## src/design/afc_pkg.sv

```systemverilog
// Types, constants and helper functions of the ascii frame checker
package afc_pkg;

    localparam int BYTE_W         = 8;
    localparam int SRC_W          = 24;
    localparam int CMD_W          = 32;
    localparam int VALUE_W        = 31;
    localparam int LEN_W          = 10;
    localparam int CRC_W          = 8;
    localparam int DIGIT_W        = 4;
    localparam int CRC_NUM_W      = 10;

    localparam int SRC_END        = 3;
    localparam int DST_END        = 6;
    localparam int LEN_END        = 9;
    localparam int HEADER_BYTES   = 13;
    localparam int OVERHEAD_BYTES = 16;

    localparam logic [CRC_W-1:0]   CRC_POLY      = 8'h07;
    localparam logic [BYTE_W-1:0]  CHAR_0        = 8'h30;
    localparam logic [BYTE_W-1:0]  CHAR_9        = 8'h39;
    localparam logic [LEN_W-1:0]   MAX_LEN_RESET = 10'd252;
    localparam logic [VALUE_W-1:0] VALUE_MAX     = {VALUE_W{1'b1}};

    typedef enum logic [2:0] {
        ST_OK           = 3'd0,
        ST_BAD_LENGTH   = 3'd1,
        ST_BAD_FORMAT   = 3'd2,
        ST_CRC_MISMATCH = 3'd3,
        ST_NO_VALUE     = 3'd4
    } t_status;

    typedef struct packed {
        logic [BYTE_W-1:0] frame_byte;
        logic              frame_end;
    } t_in_item;

    typedef struct packed {
        t_status            status;
        logic [SRC_W-1:0]   source_address;
        logic [CMD_W-1:0]   command_code;
        logic [VALUE_W-1:0] data_value;
    } t_result;

    function automatic logic is_digit(input logic [BYTE_W-1:0] b);
        return (b >= CHAR_0) && (b <= CHAR_9);
    endfunction

    function automatic logic [DIGIT_W-1:0] digit_val(input logic [BYTE_W-1:0] b);
        logic [BYTE_W-1:0] d;
        d = b - CHAR_0;
        return d[DIGIT_W-1:0];
    endfunction

    function automatic logic [CRC_W-1:0] crc8_update(input logic [CRC_W-1:0] crc,
                                                     input logic [BYTE_W-1:0] b);
        logic [CRC_W-1:0] c;
        c = crc ^ b;
        for (int k = 0; k < BYTE_W; k++) begin
            c = c[CRC_W-1] ? ((c << 1) ^ CRC_POLY) : (c << 1);
        end
        return c;
    endfunction

endpackage

```

## src/design/afc_parser.sv

```systemverilog
// Frame field capture, CRC accumulation and final verdict
module afc_parser #(
    parameter int MAX_FRAME_BYTES = 511
) (
    input  logic                     i_clk,
    input  logic                     i_rst_n,
    input  logic                     i_step,
    input  afc_pkg::t_in_item        i_item,
    input  logic [afc_pkg::LEN_W-1:0] i_max_len,
    output logic                     o_result_valid,
    output afc_pkg::t_result         o_result
);
    import afc_pkg::*;

    localparam int CW = $clog2(MAX_FRAME_BYTES + 2);
    localparam int LW = ((CW > LEN_W + 1) ? CW : LEN_W + 1) + 1;
    localparam int PW = VALUE_W + DIGIT_W;

    logic [CW-1:0]      r_count,   n_count;
    logic [CRC_W-1:0]   r_crc,     n_crc;
    logic [BYTE_W-1:0]  r_tail0,   r_tail1,  r_tail2;
    logic [SRC_W-1:0]   r_source,  n_source;
    logic [LEN_W-1:0]   r_len,     n_len;
    logic               r_len_bad, n_len_bad;
    logic [CMD_W-1:0]   r_cmd,     n_cmd;
    logic [VALUE_W-1:0] r_value,   n_value;
    logic               r_val_bad, n_val_bad;

    logic [BYTE_W-1:0]    b;
    logic [LW-1:0]        pos_ext;
    logic [LW-1:0]        data_lim;
    logic [PW-1:0]        prod;
    logic [LEN_W+3:0]     len_prod;
    logic [CRC_NUM_W-1:0] crc_num;
    t_status              status;

    assign b        = i_item.frame_byte;
    assign pos_ext  = LW'(r_count);
    assign data_lim = LW'(HEADER_BYTES) + LW'(r_len);
    assign prod     = (PW'(r_value) * PW'(10)) + PW'(digit_val(b));
    assign len_prod = ((LEN_W+4)'(r_len) * (LEN_W+4)'(10)) + (LEN_W+4)'(digit_val(b));
    assign crc_num  = (CRC_NUM_W'(digit_val(r_tail1)) * CRC_NUM_W'(100))
                    + (CRC_NUM_W'(digit_val(r_tail2)) * CRC_NUM_W'(10))
                    + CRC_NUM_W'(digit_val(b));

    always_comb begin
        n_crc     = r_crc;
        n_source  = r_source;
        n_len     = r_len;
        n_len_bad = r_len_bad;
        n_cmd     = r_cmd;
        n_value   = r_value;
        n_val_bad = r_val_bad;

        if (r_count >= CW'(SRC_END)) begin
            n_crc = crc8_update(r_crc, r_tail0);
        end

        if (r_count < CW'(SRC_END)) begin
            n_source = {r_source[SRC_W-BYTE_W-1:0], b};
        end else if (r_count >= CW'(DST_END) && r_count < CW'(LEN_END)) begin
            if (is_digit(b)) begin
                n_len = len_prod[LEN_W-1:0];
            end else begin
                n_len_bad = 1'b1;
            end
        end else if (r_count >= CW'(LEN_END) && r_count < CW'(HEADER_BYTES)) begin
            n_cmd = {r_cmd[CMD_W-BYTE_W-1:0], b};
        end else if (pos_ext >= LW'(HEADER_BYTES) && pos_ext < data_lim) begin
            if (is_digit(b)) begin
                n_value = (prod > PW'(VALUE_MAX)) ? VALUE_MAX : prod[VALUE_W-1:0];
            end else begin
                n_val_bad = 1'b1;
            end
        end

        n_count = (r_count <= CW'(MAX_FRAME_BYTES)) ? r_count + CW'(1) : r_count;
    end

    always_comb begin
        if (n_count < CW'(OVERHEAD_BYTES) || n_count > CW'(MAX_FRAME_BYTES)) begin
            status = ST_BAD_LENGTH;
        end else if (n_len_bad) begin
            status = ST_BAD_FORMAT;
        end else if (n_len > i_max_len ||
                     LW'(n_count) != LW'(n_len) + LW'(OVERHEAD_BYTES)) begin
            status = ST_BAD_LENGTH;
        end else if (!is_digit(r_tail1) || !is_digit(r_tail2) || !is_digit(b)) begin
            status = ST_BAD_FORMAT;
        end else if (crc_num != CRC_NUM_W'(n_crc)) begin
            status = ST_CRC_MISMATCH;
        end else if (n_val_bad) begin
            status = ST_NO_VALUE;
        end else begin
            status = ST_OK;
        end
    end

    assign o_result_valid          = i_step && i_item.frame_end;
    assign o_result.status         = status;
    assign o_result.source_address = n_source;
    assign o_result.command_code   = n_cmd;
    assign o_result.data_value     = (status == ST_OK) ? n_value : '0;

    always_ff @(posedge i_clk) begin
        if (!i_rst_n || (i_step && i_item.frame_end)) begin
            r_count   <= '0;
            r_crc     <= '0;
            r_tail0   <= '0;
            r_tail1   <= '0;
            r_tail2   <= '0;
            r_source  <= '0;
            r_len     <= '0;
            r_len_bad <= 1'b0;
            r_cmd     <= '0;
            r_value   <= '0;
            r_val_bad <= 1'b0;
        end else if (i_step) begin
            r_count   <= n_count;
            r_crc     <= n_crc;
            r_tail0   <= r_tail1;
            r_tail1   <= r_tail2;
            r_tail2   <= b;
            r_source  <= n_source;
            r_len     <= n_len;
            r_len_bad <= n_len_bad;
            r_cmd     <= n_cmd;
            r_value   <= n_value;
            r_val_bad <= n_val_bad;
        end
    end
endmodule

```

## config.mk

```make
export PLATFORM = sky130hd
export DESIGN_NAME = afc_parser
export DESIGN_NICKNAME = d
export VERILOG_FILES = /design/src/design/afc_pkg.sv /design/src/design/afc_parser.sv
export SDC_FILE = /design/constraint.sdc
export NUM_CORES = 1
export LEC_CHECK = 0
export CORE_ASPECT_RATIO = 2
export CORE_UTILIZATION = 40
export DETAILED_ROUTE_END_ITERATION = 6
export DONT_BUFFER_PORTS = 1
export GPL_TIMING_DRIVEN = 0
export PLACE_DENSITY = 0.51
export SLEW_MARGIN = 15
export SYNTH_ARGS = -nofsm -noshare
export SYNTH_HDL_FRONTEND = slang
export SYNTH_SLANG_ARGS = --single-unit
```

## constraint.sdc

```tcl
create_clock -name i_clk -period 15.9 [get_ports i_clk]
set_clock_uncertainty 0.15 [all_clocks]
set_input_delay 2.385 -clock i_clk [delete_from_list [all_inputs] [get_ports i_clk]]
set_output_delay 2.385 -clock i_clk [all_outputs]
set_load 0.02 [all_outputs]
```

==> summary by stage <==
Timing
The post-layout worst setup margin is between 5000 and 6000 ps. The final number of setup-violating endpoints is 0. The smallest hold slack is 329 ps. The hold violation total from the final report was 0. Of the available clock period, the critical path in the final layout requires 0.631. The total negative setup slack is 0 ps.

Headroom to the max-slew limit came out at 0.140. The maximum clock frequency is 0.0997 GHz. The slew at the pin closest to its max-slew limit is roughly 1300 ps. Setup repair after global routing left no endpoint under its margin.

The max-slew violation total from the final report was 0. After layout, the minimum clock period comes to between 10000 and 15000 ps.

Clocking
No sink is reached through more buffers than the 2 on the longest clock path. The number of gates resized after CTS is 0. The clock latency on the worst-skew pair is between 400 and 500 ps.

The buffer cell driving the clock tree root is sky130_fd_sc_hd__clkbuf_16. After clock tree synthesis, the flow added hold-fix buffers numbering 0. The number of setup buffers added after CTS is 0. The number of H-tree branching levels is 4. After clock tree synthesis, the clock-pin slew on the worst setup and hold paths is ~60 ps. Counting every sink on the clock net gives 141. The clock tree from TritonCTS is done. Counting the buffers created by CTS gives 17.

Die
The initial utilization of the core area, before any placement, comes to 0.410. The area of the core region is 30300 µm². The number of top-level design ports is 113. The die footprint is around 32000 µm². In this run the vertical extent of the chip is 251 µm.

The die boundary width is 127 µm. The floorplan has 90 rows.

Logic synthesis
Ranked by total cell area, the synthesized netlist is headed by sky130_fd_sc_hd__dfxtp_1 (23%), sky130_fd_sc_hd__ha_1 (13%), sky130_fd_sc_hd__nor2_1 (7.9%), sky130_fd_sc_hd__xnor2_1 (4.7%), sky130_fd_sc_hd__nand2_1 (4.0%). Of the synthesized area, sequential elements account for 0.227. The commonest cells after synthesis are sky130_fd_sc_hd__nor2_1 (261), sky130_fd_sc_hd__dfxtp_1 (141), sky130_fd_sc_hd__nand2_1 (132). The post-synthesis average cell area is 7.91 µm². The share of synthesized registers carrying an async set or reset is 0. The share of synthesized area in the top cell type comes to 0.227. The number of nets produced by synthesis is 1726. The cell area after synthesis is 12400 µm². For this run, the leading register cell type out of synthesis is sky130_fd_sc_hd__dfxtp_1. Counting flops and latches in the post-synthesis netlist gives 141.

Yosys mapped a number of flops with a built-in enable equal to 0. The netlist uses 90 different library cells. Synthesis produced a netlist whose cell count is 1568.

The most area-hungry cell type in the Yosys netlist is sky130_fd_sc_hd__dfxtp_1. Yosys printed 0 warnings. Among all cell types in the netlist, the one instantiated most often is sky130_fd_sc_hd__nor2_1.

Place
The worst slack at placement is 5880 ps. The HPWL reported at the end of detailed placement is 33.3 mm. The number of port buffers is 0. The routability congestion estimate is 0.886. After detailed placement, the total cell area comes to 12900 µm².

Critical path
Among all stages on the critical path, the largest delay is contributed by sky130_fd_sc_hd__nor4_1. The end point of the critical path is o_result[89]. For the worst setup path, the data required time is roughly 13000 ps. The largest single stage delay on the critical path is 1150 ps. The critical path startpoint is i_item[2]. STA classifies the critical path endpoint as a primary output. By startpoint and endpoint, the worst setup path is classified as in2out.

The critical path goes through ha_1, fa_1, a21o_1, and3_1, or3_1, a31oi_1, ha_1, a21o_1, a21o_1, a21oi_1, o21ai_0, a22oi_1, nand4_1, a2111oi_2, o2111ai_1, nor4_1. The most frequent cell on the critical path is sky130_fd_sc_hd__a21o_1. The number of buffers and inverters on the critical path is 0. The endpoint of the worst register-to-register path is r_value[27]. In this run the critical register-to-register path is launched from r_value[1].

The register-to-register setup slack is 10980 ps. Among cell families on the critical path, the largest total delay comes from compound AO/OA/AOI/OAI gates. The number of gates on the worst path with buffers counted is 16. The worst setup path is launched from a primary input.

STA puts the critical path data arrival time at 7500 ps. Of all nets on the critical path, the largest fanout is 7. Counting cells, the worst reg-to-reg path comes to 15.

Cells and area
The number of inserted diodes is 0. The layout cell share with drive strength beyond 1 is 0.0925. Relative to the synthesized area, the layout overhead comes to 8.31%. The net count of the finished layout is 1745. Summing all non-filler instances in the final layout gives an area of 13400 µm².

Outcome
The flow ran to the end, and the final reports show no timing, DRC or antenna violations.

Global route
Across every metal layer, demand over resource in global routing totals 0.262. Entering global routing, the biggest net connects 17 pins. The number of global-route vias before repair was 11.4k.

For this run the aggregate overflow at the end of global routing stands at 0. The number of antenna violations at the first check in global routing is 0. The first global-routing pass estimated 63.1 mm of wire.

Routing
The wire length on met2 is approximately 23 mm. In the final routed layout, each cell accounts on average for around 21 µm. The wire length the detailed router placed on met1 is ~14 mm. The iteration-0 DRC count of the detailed router is 535. The number of vias per cell is approximately 5.7. The first-pass iteration count of the detailed router is 5. The final routed wirelength across all metal layers is between 40 and 50 mm. The highest routing layer actually used is met4.

In the detailed route, the total length drawn on met3 is 1.52 mm. The remaining routing DRC violations is 0. The routed layout has roughly 11k vias. The number of antenna-violating nets in the routed design is 0.

Pwr
The overall power consumption is 0.879 mW. The analysis attributes to cell leakage a power of approximately 5.7 nW. For this design the ratio of total power to cell area is 65.4 nW/µm². IR analysis of the VDD net gives a maximum drop of 0.0756 mV.

Run
The max-capacitance violation count is 0.

Worst hold path
The path class of the tightest hold or removal check is reg2reg.
==> layout by cell type (no fill, tap or decap), types with 7 or more instances in the layout <==
| cell type | instances |
|---|---|
| sky130_fd_sc_hd__a21oi_1 | 87 |
| sky130_fd_sc_hd__inv_1 | 46 |
| sky130_fd_sc_hd__and3_1 | 26 |
| sky130_fd_sc_hd__nor2b_1 | 11 |
| sky130_fd_sc_hd__buf_2 | 12 |
| sky130_fd_sc_hd__or3_1 | 11 |
| sky130_fd_sc_hd__a211oi_1 | 10 |
| sky130_fd_sc_hd__buf_1 | 14 |
| sky130_fd_sc_hd__nand2b_1 | 10 |
| sky130_fd_sc_hd__clkbuf_16 | 17 |
| sky130_fd_sc_hd__a311oi_2 | 28 |
| sky130_fd_sc_hd__o21a_1 | 7 |
| sky130_fd_sc_hd__nand4_1 | 26 |
| sky130_fd_sc_hd__clkbuf_1 | 60 |
| sky130_fd_sc_hd__o211ai_1 | 8 |
| sky130_fd_sc_hd__mux2_2 | 35 |
| sky130_fd_sc_hd__xor2_1 | 43 |
| sky130_fd_sc_hd__xnor2_1 | 67 |
| sky130_fd_sc_hd__and2_1 | 7 |
| sky130_fd_sc_hd__nor2_1 | 261 |
| sky130_fd_sc_hd__fa_1 | 9 |
| sky130_fd_sc_hd__o21ai_0 | 76 |
| sky130_fd_sc_hd__nand2_1 | 132 |
| sky130_fd_sc_hd__nor4_1 | 7 |
| sky130_fd_sc_hd__ha_1 | 127 |
| sky130_fd_sc_hd__a21o_1 | 22 |
| sky130_fd_sc_hd__nand3_1 | 31 |
| sky130_fd_sc_hd__a31oi_1 | 21 |
| sky130_fd_sc_hd__dfxtp_1 | 141 |
| sky130_fd_sc_hd__and4_1 | 7 |
| sky130_fd_sc_hd__mux2i_1 | 36 |
| sky130_fd_sc_hd__nor3_1 | 82 |
==> layout make-up <==
| class | instances | area [µm²] |
|---|---|---|
| fill | 3101 | 16800 |
| multi-input combinational | 1289 | 9000 |
| sequential | 141 | 2820 |
| tap | 368 | 460 |
| clock buffer | 22 | 454 |
| buffer | 91 | 409 |
| inverter | 47 | 176 |
| clock inverter | 10 | 116 |
==> sequential cells by signal, indices dropped and copies added, names as in the netlist <==
| name | count |
|---|---|
| r_source | 24 |
| r_tail0 | 8 |
| r_tail1 | 8 |
| r_len_bad | 1 |
| r_tail2 | 8 |
| r_len | 10 |
| r_val_bad | 1 |
| r_value | 31 |
| r_crc | 8 |
| r_count | 10 |
| r_cmd | 32 |
==> worst min-delay path by stage <==
stage	slack [ps]	startpoint	to	cells after the start
3_5_place_dp	320	r_cmd[30]	r_cmd[30]	2
6_report	330	r_cmd[24]	r_cmd[24]	2
2_1_floorplan	310	r_cmd[24]	r_cmd[24]	2
5_1_grt	340	r_cmd[28]	r_cmd[28]	2
4_1_cts	330	r_cmd[28]	r_cmd[28]	2
3_3_place_gp	320	r_cmd[28]	r_cmd[28]	2
==> report_power, final <==
part	switching (mW)	internal (mW)	total (mW)
Clock	0.163	0.234	0.397
Sequential	0.00986	0.364	0.374
Combinational	0.0707	0.0376	0.108
==> kinds of logic after synthesis <==
family,count (synthesis),share of synthesized area
buffers and inverters,138,0.0472
muxes,71,0.0608
adders and majority gates,136,0.143
DFF,141,0.227
xor gates and xnor gates,118,0.0912
AOI/OAI and AO/OA,312,0.180
and+or+nand+nor,652,0.251
==> routing by layer <==
metal | global-route usage | vias up
li1 | - | 5628
met1 | 0.234 | 5338
met2 | 0.540 | 253
met3 | 0.0413 | 85
met4 | 0.137 | 0
met5 | 0 | -
==> stage by stage <==
step                       util  cells
after global routing      0.444   1968
after floorplan               -   1568
final                     0.444   1968
after global placement    0.425   1936
after CTS                 0.444   1968
after detailed placement  0.425   1936
==> worst reg2reg max path, stage by stage (launching register included) <==
cell,delay (ps)
sky130_fd_sc_hd__dfxtp_1,450
sky130_fd_sc_hd__ha_1,280
sky130_fd_sc_hd__ha_1,220
sky130_fd_sc_hd__fa_1,420
sky130_fd_sc_hd__a21o_1,250
sky130_fd_sc_hd__a221oi_2,400
sky130_fd_sc_hd__o221ai_2,320
sky130_fd_sc_hd__xor2_1,280
sky130_fd_sc_hd__and3_1,320
sky130_fd_sc_hd__nand4_2,290
sky130_fd_sc_hd__nor3_2,280
sky130_fd_sc_hd__nand4_1,120
sky130_fd_sc_hd__mux2_2,280
sky130_fd_sc_hd__buf_6,140
sky130_fd_sc_hd__clkbuf_1,440
sky130_fd_sc_hd__a21oi_1,150
Power figures use the tool's default switching activity.
